[config.mk]
export PLATFORM = sky130hd
export DESIGN_NAME = dfb_ctrl
export DESIGN_NICKNAME = d
export VERILOG_FILES = /design/src/design/dfb_pkg.sv /design/src/design/dfb_ctrl.sv
export SDC_FILE = /design/constraint.sdc
export NUM_CORES = 1
export LEC_CHECK = 0
export ABC_CLOCK_PERIOD_IN_PS = 3600
export BUFFER_PORTS_ARGS = -buffer_cell sky130_fd_sc_hd__buf_4
export CORE_AREA = 4 4 41 43
export CTS_CLUSTER_SIZE = 40
export DETAILED_ROUTE_END_ITERATION = 12
export DIE_AREA = 0 0 45 47
export SYNTH_ARGS = -nofsm -noshare
export SYNTH_HDL_FRONTEND = slang
export SYNTH_SLANG_ARGS = --single-unit
[constraint.sdc]
create_clock -name clk -period 3.6 [get_ports clk]
set_input_delay 0.72 -clock clk [delete_from_list [all_inputs] [get_ports clk]]
set_output_delay 0.72 -clock clk [all_outputs]
set_load 0.02 [all_outputs]
[src/design/dfb_pkg.sv]
// Shared types and constants for the dirty-tracked frame buffer flush block.
// No dependencies; used by the controller, the datapath, the top level and the checker.
`timescale 1ns / 1ps

package dfb_pkg;

  // Default panel geometry.
  localparam int PAGES_DEF = 8;
  localparam int COLS_DEF  = 64;

  // Stream payload widths.
  localparam int IN_DATA_W  = 24;
  localparam int OUT_DATA_W = 16;
  localparam int KIND_W     = 2;

  // Result kinds carried on the master tuser.
  localparam logic [KIND_W-1:0] KIND_CMD  = 2'd0;
  localparam logic [KIND_W-1:0] KIND_DATA = 2'd1;
  localparam logic [KIND_W-1:0] KIND_IDLE = 2'd2;

  // Panel controller command bytes.
  localparam logic [7:0] CMD_SET_PAGE = 8'hB8;
  localparam logic [7:0] CMD_SET_ADDR = 8'h40;

  // Commands from the controller to the datapath.
  typedef struct packed {
    logic clear;    // write one zero word of the clearing pass
    logic accept;   // a request is taken this cycle
    logic pix_wr;   // finish a pixel read-modify-write
    logic fl_eval;  // evaluate the dirty marks of the flush position
    logic emit;     // hand pending results to the output register
  } cmd_t;

  // Status from the datapath to the controller.
  typedef struct packed {
    logic clr_done;   // the clearing pass reaches its last word
    logic out_free;   // the output register can take a result this cycle
    logic pend_last;  // exactly one result is still pending
  } st_t;

endpackage

[src/design/dfb_ctrl.sv]
// Controller state machine for the frame buffer flush block.
// Depends on dfb_pkg for the command and status structs.
`timescale 1ns / 1ps

module dfb_ctrl (
  input  logic          clk,
  input  logic          rst,
  input  logic          s_tvalid,
  input  logic          s_tuser,   // func: 0 pixel write, 1 flush step
  output logic          s_tready,
  input  dfb_pkg::st_t  st,
  output dfb_pkg::cmd_t cmd
);

  typedef enum logic [4:0] {
    S_CLEAR = 5'b00001,
    S_IDLE  = 5'b00010,
    S_PIX   = 5'b00100,
    S_EVAL  = 5'b01000,
    S_EMIT  = 5'b10000
  } state_t;

  state_t state;
  state_t state_next;
  logic   accept;

  assign s_tready = (state == S_IDLE);
  assign accept   = s_tvalid && s_tready;

  // Commands follow directly from the state; accept also needs s_tvalid.
  always_comb begin
    cmd         = '0;
    cmd.clear   = (state == S_CLEAR);
    cmd.accept  = accept;
    cmd.pix_wr  = (state == S_PIX);
    cmd.fl_eval = (state == S_EVAL);
    cmd.emit    = (state == S_EMIT);
  end

  // Next-state logic.
  always_comb begin
    state_next = state;
    case (state)
      S_CLEAR: begin
        if (st.clr_done) state_next = S_IDLE;
      end
      S_IDLE: begin
        if (accept) state_next = s_tuser ? S_EVAL : S_PIX;
      end
      S_PIX: begin
        state_next = S_IDLE;
      end
      S_EVAL: begin
        state_next = S_EMIT;
      end
      S_EMIT: begin
        if (st.out_free && st.pend_last) state_next = S_IDLE;
      end
      default: begin
        state_next = S_CLEAR;
      end
    endcase
  end

  // State register; reset starts the clearing pass.
  always_ff @(posedge clk) begin
    if (rst) begin
      state <= S_CLEAR;
    end else begin
      state <= state_next;
    end
  end

endmodule

==> metrics, run 1 <==
status=complete, no violations; Biggest register=state; DR pass1 iterations=2; Post-CTS Hold Buffers=0; ANT cells=0; Critical Path AT=1630 ps; P_int=0.1266 mW; Filler Cells Inserted=142; commonest non-fill, non-tap cells in the layout=12 x buf_4, 5 x dfxtp_1, 4 x nor2_1; Final HPWL DP=615 um; Resized Gates After CTS=0; die area=2115 um^2; Compound-Gate Fraction of Synth Area=0.1399; final setup vio count=0; worst slack, placed=1502 ps; worst hold stages=2; Fin Setup TNS=0 ps; share of cells above drive strength 1=0.3922; via count=322; clock root buffer=clkbuf_4; WP data required=2880 ps; largest family of logic cells by synthesized area=simple AND/OR/NAND/NOR gates; CTS tree=built; Setup Fix Bufs, Post-CTS=0; RD Place Congestion=0.7205; CP Max Fanout=11; max reg flops=5; xor and xnor area share after synthesis=0.04778; vias in the first global route=286; post-synth cell types=29; post-placement cell count=62; WHS Endpoint=state[4]; adder-cell share of the synthesized area=0; Slew Limit Fails=0; TritonCTS buffer count=3; Non-Filler Instances=66; Clock Path Buffers=2; R2R Setup Slk=2130 ps; final worst setup slack=1245 ps; initial antenna violation count=0; reg2reg end=state[3]; Via-to-Cell Ratio=4.879; WS Path Type=reg -> out; remaining antenna violation count=0; crit path time final=2355 ps; Worst Hold Class=reg -> reg; warnings from Yosys=0; post-synthesis cell count=40; CORE AREA=1301 um^2; Final nets=59; MaxCap Viol Count=0; row cnt=13; biggest regs=state x5; Critical Path Source Type=flop; # H-tree levels=1; r2r startpoint=state[0]; Setup crit end kind=output pin; post-synthesis mux area share=0; sw power=0.05359 mW; pin count of the biggest net entering global routing=12; IO buf count=12; clock skew=4.558 ps; clk slew on worst S/H paths=40 ps; initial DRC count=7; Detailed Route WL=782 um; first-pass GRT wire length=1.145 mm; Avg Cell Area, Syn=9.165 um^2; Layout Area Growth over Synthesis=25.60%; DRC errors left=0; Leakage Power=0.2093 nW; Switching Fraction=0.2974; Initial Util=0.2817; #FFs+latches synth=5; Die Ht=47 um; peak supply drop=188.8 uV; sequential area share after synthesis=0.2730; RSZ-0062 raised after global routing=no; PwrDens=391.4 nW/um^2; Reg power frac=0.390; total nets after synthesis=47; hold_sp=state[3]; Logic pwr share=0.253; fmax=424.7 MHz; Slew HR=0.6967; Avg WL per Cell=11.85 um; Post-Syn Area=366.6 um^2; Post-Synth Simple-Gate Area=0.4266; R2R depth=3; Clock power frac=0.357; Fin. Hold Viols=0; global route total overflow=0; fin crit share=0.6541; total track usage=0.07595; die width=45 um; Skew-Pair Late Insertion Delay=240 ps; commonest non-fill, non-tap cell in the layout=buf_4; I/O pin total=13; Sink Count=5; Slew @ Worst Pin=448.6 ps
==> critical path, stage by stage (launching register included) <==
cell and delay (ps):
dfxtp_1 400, or3_4 430, nor3b_4 250, and2_2 180, buf_4 130
==> kinds of logic after synthesis <==
family / count (synthesis)
simple gates: 21
compound gates: 7
flops: 5
buf+inv: 5
xor+xnor: 2
==> how the worst max path moves through the flow <==
stage | start | to | slack [ps]
2_1_floorplan | state[2] | cmd[3] | 1400
3_3_place_gp | state[4] | cmd[3] | 1510
3_5_place_dp | state[4] | cmd[3] | 1500
4_1_cts | state[4] | cmd[3] | 1230
5_1_grt | state[4] | cmd[3] | 1160
6_report | state[4] | cmd[3] | 1250
==> per-layer routing <==
layer  up-vias  global-route usage  routed length, um
li1        170                   -                  -
met1       144             0.08676                374
met2         8              0.1215                377
met3         0             0.03448                 30
met4         0             0.03509                  0
met5         -                   0                  0
==> cells in the mapped netlist (all sizes together) <==
master,count,area (um^2)
nor2,4,15.01
nor3b,3,33.78
and3,2,13.77
nand2b,1,6.260
or3,2,18.77
and4bb,1,12.51
clkbuf,1,3.750
dfxtp,5,100.1
nor4b,1,8.760
xnor2,1,8.760
nor3,2,10.01
a21oi,1,5.000
nand2,1,3.750
o21ai,1,5.000
o311a,1,10.01
a31oi,1,6.260
a211oi,1,7.510
nor4bb,1,10.01
and2,1,7.510
o211a,1,10.01
o31ai,1,7.510
xor2,1,8.760
and4,1,8.760
nand3b,1,7.510
buf,4,37.53
==> area by class of cell <==
| type | instances | area [um^2] | area share |
|---|---|---|---|
| sequential | 5 | 100.1 | 0.2174 |
| timing repair buffer | 12 | 90.09 | 0.1957 |
| multi-input combinational | 30 | 225.2 | 0.4891 |
| tap | 15 | 18.77 | 0.04076 |
| clock buffer | 4 | 26.28 | 0.05707 |
==> metrics by stage <==
stage          power, mW  area (um^2)  hold slack [ps]  utilization
2_1_floorplan    0.09896        366.6            574.2            -
5_1_grt           0.1905        460.4            645.0       0.3538
3_3_place_gp      0.1173        434.2            619.4       0.3337
6_report          0.1802        460.4            613.2       0.3538
3_5_place_dp      0.1174        434.2            607.6       0.3337
4_1_cts           0.1838        460.4            618.0       0.3538
==> power groups by stage <==
stage / combinational, mW / clock, mW / sequential, mW
6_report: 0.0456 / 0.0644 / 0.0702
5_1_grt: 0.0492 / 0.0699 / 0.0714
4_1_cts: 0.0462 / 0.0672 / 0.0704
3_5_place_dp: 0.0461 / 0 / 0.0713
3_3_place_gp: 0.0460 / 0 / 0.0713
2_1_floorplan: 0.0306 / 0 / 0.0683
Power figures use the tool's default switching activity.
==> run 2: changes to the inputs <==
--- a/config.mk
+++ b/config.mk
@@ -5,7 +5,7 @@
 export SDC_FILE = /design/constraint.sdc
 export NUM_CORES = 1
 export LEC_CHECK = 0
-export ABC_CLOCK_PERIOD_IN_PS = 3600
+export ABC_CLOCK_PERIOD_IN_PS = 2400
 export BUFFER_PORTS_ARGS = -buffer_cell sky130_fd_sc_hd__buf_4
 export CORE_AREA = 4 4 41 43
 export CTS_CLUSTER_SIZE = 40
==> constraint.sdc (replaced) <==
create_clock -name clk -period 2.4 [get_ports clk]
set_input_delay 0.48 -clock clk [delete_from_list [all_inputs] [get_ports clk]]
set_output_delay 0.48 -clock clk [all_outputs]
set_load 0.02 [all_outputs]
==> run 2 against run 1 <==
Setup slack got worse by 960 ps. Routed wire length is 0.38% lower. Die area is the same. Hold slack worse by 200 ps. Cell count unchanged. Clock skew shrank 3.7 ps. Register-to-register slack worse by 1200 ps. Largest cell class unchanged. Non-clock buffer count unchanged.
==> metrics, run 2 (synthesis results as in run 1) <==
Layout Area Growth over Synthesis=25.60%; first-pass GRT wire length=1.214 mm; IO buf count=12; Clock power frac=0.356; # H-tree levels=1; Fin. Hold Viols=0; commonest non-fill, non-tap cell in the layout=buf_4; Skew-Pair Late Insertion Delay=240 ps; CP max stage delay=430 ps; Final nets=59; Slew @ Worst Pin=434.6 ps; CORE AREA=1301 um^2; Fin Setup TNS=0 ps; MaxCap Viol Count=0; Via-to-Cell Ratio=4.909; Clock Path Buffers=2; global route total overflow=0; CTS tree=built; PwrDens=587.9 nW/um^2; Initial Util=0.2817; share of cells above drive strength 1=0.3922; fin crit share=0.8817; WS Path Type=reg -> out; CP max-delay cell=or3_4; Reg power frac=0.389; commonest non-fill, non-tap cells in the layout=12 x buf_4, 5 x dfxtp_1, 4 x nor2_1; CP Max Fanout=11; vias in the first global route=284; Setup Fix Bufs, Post-CTS=0; Setup crit end kind=output pin; initial antenna violation count=0; TritonCTS buffer count=3; final core utilization=0.3538; crit path cell chain=or3_4 -> nor3b_4 -> and2_2 -> buf_4; DRC errors left=0; Slew HR=0.7062; max reg flops=5; Detailed Route WL=779 um; via count=324; peak supply drop=283.2 uV; I/O pin total=13; die width=45 um; Filler Cells Inserted=143; Slew Limit Fails=0; fmax=472.6 MHz; remaining antenna violation count=0; clock skew=0.8860 ps; Logic pwr share=0.255; RSZ-0062 raised after global routing=no; RD Place Congestion=0.7218; crit path time final=2116 ps; Resized Gates After CTS=0; Leakage Power=0.2093 nW; status=complete, no violations; Avg WL per Cell=11.80 um; clock root buffer=clkbuf_4; total track usage=0.08070; clk slew on worst S/H paths=40 ps; DR pass1 iterations=5; Biggest register=state; ANT cells=0; WP data required=1920 ps; biggest regs=state x5; Die Ht=47 um; Sink Count=5; initial DRC count=9; pin count of the biggest net entering global routing=12; Critical Path Source Type=flop; final setup vio count=0; Critical Path AT=1640 ps; Switching Fraction=0.2983; Post-CTS Hold Buffers=0; P_int=0.1899 mW; row cnt=13; Worst Hold Class=in -> reg; die area=2115 um^2; sw power=0.08074 mW
==> run 2: cell counts in the layout (fill, tap and decap cells not counted) <==
No cell type changed its count.
==> run 2: stage by stage <==
| stage | worst slack, ps | instance area (um^2) | total power, mW | hold WS (ps) | instances |
|---|---|---|---|---|---|
| after floorplan | 444.5 | 366.6 | 0.1484 | 557.6 | 40 |
| after global placement | 554.1 | 434.2 | 0.1760 | 619.5 | 62 |
| after detailed placement | 547.2 | 434.2 | 0.1751 | 605.6 | 62 |
| after CTS | 274.4 | 460.4 | 0.2756 | 408.1 | 66 |
| after global routing | 170.9 | 460.4 | 0.2866 | 414.4 | 66 |
| final | 283.9 | 460.4 | 0.2707 | 416.6 | 66 |
==> run 2: area by class of cell <==
type                       instances  area, um^2  area share
timing repair buffer              12       90.09      0.1957
sequential                         5       100.1      0.2174
tap                               15       18.77     0.04076
clock buffer                       4       26.28     0.05707
multi-input combinational         30       225.2      0.4891
==> run 2: path summary, 6_finish.rpt <==
| kind | start | depth (start not counted) | endpoint | slack (ps) |
|---|---|---|---|---|
| max | state[4] | 4 | cmd[3] | 280 |
| min | rst | 2 | state[4] | 420 |
| max reg2reg | state[0] | 3 | state[3] | 950 |
| min reg2reg | state[3] | 2 | state[4] | 610 |
==> run 2: power by group through the flow <==
stage	Sequential [mW]	Clock (mW)	Combinational (mW)
finish	0.105	0.0963	0.0691
global route	0.107	0.106	0.0735
CTS	0.105	0.102	0.0690
detailed placement	0.106	0	0.0688
global placement	0.107	0	0.0691
floorplan	0.103	0	0.0459
==> run 2: worst max-delay path, delay by kind of cell, from the launching register on <==
kind / cells / cell delay, ps
simple gates: 3 / 860
flops: 1 / 400
buf+inv: 1 / 130
==> run 2: layer usage <==
| metal | track usage | share of wire |
|---|---|---|
| met1 | 0.1073 | 0.47 |
| met2 | 0.1045 | 0.49 |
| met5 | 0 | 0 |
| met3 | 0.03448 | 0.037 |
| met4 | 0.05263 | 0 |
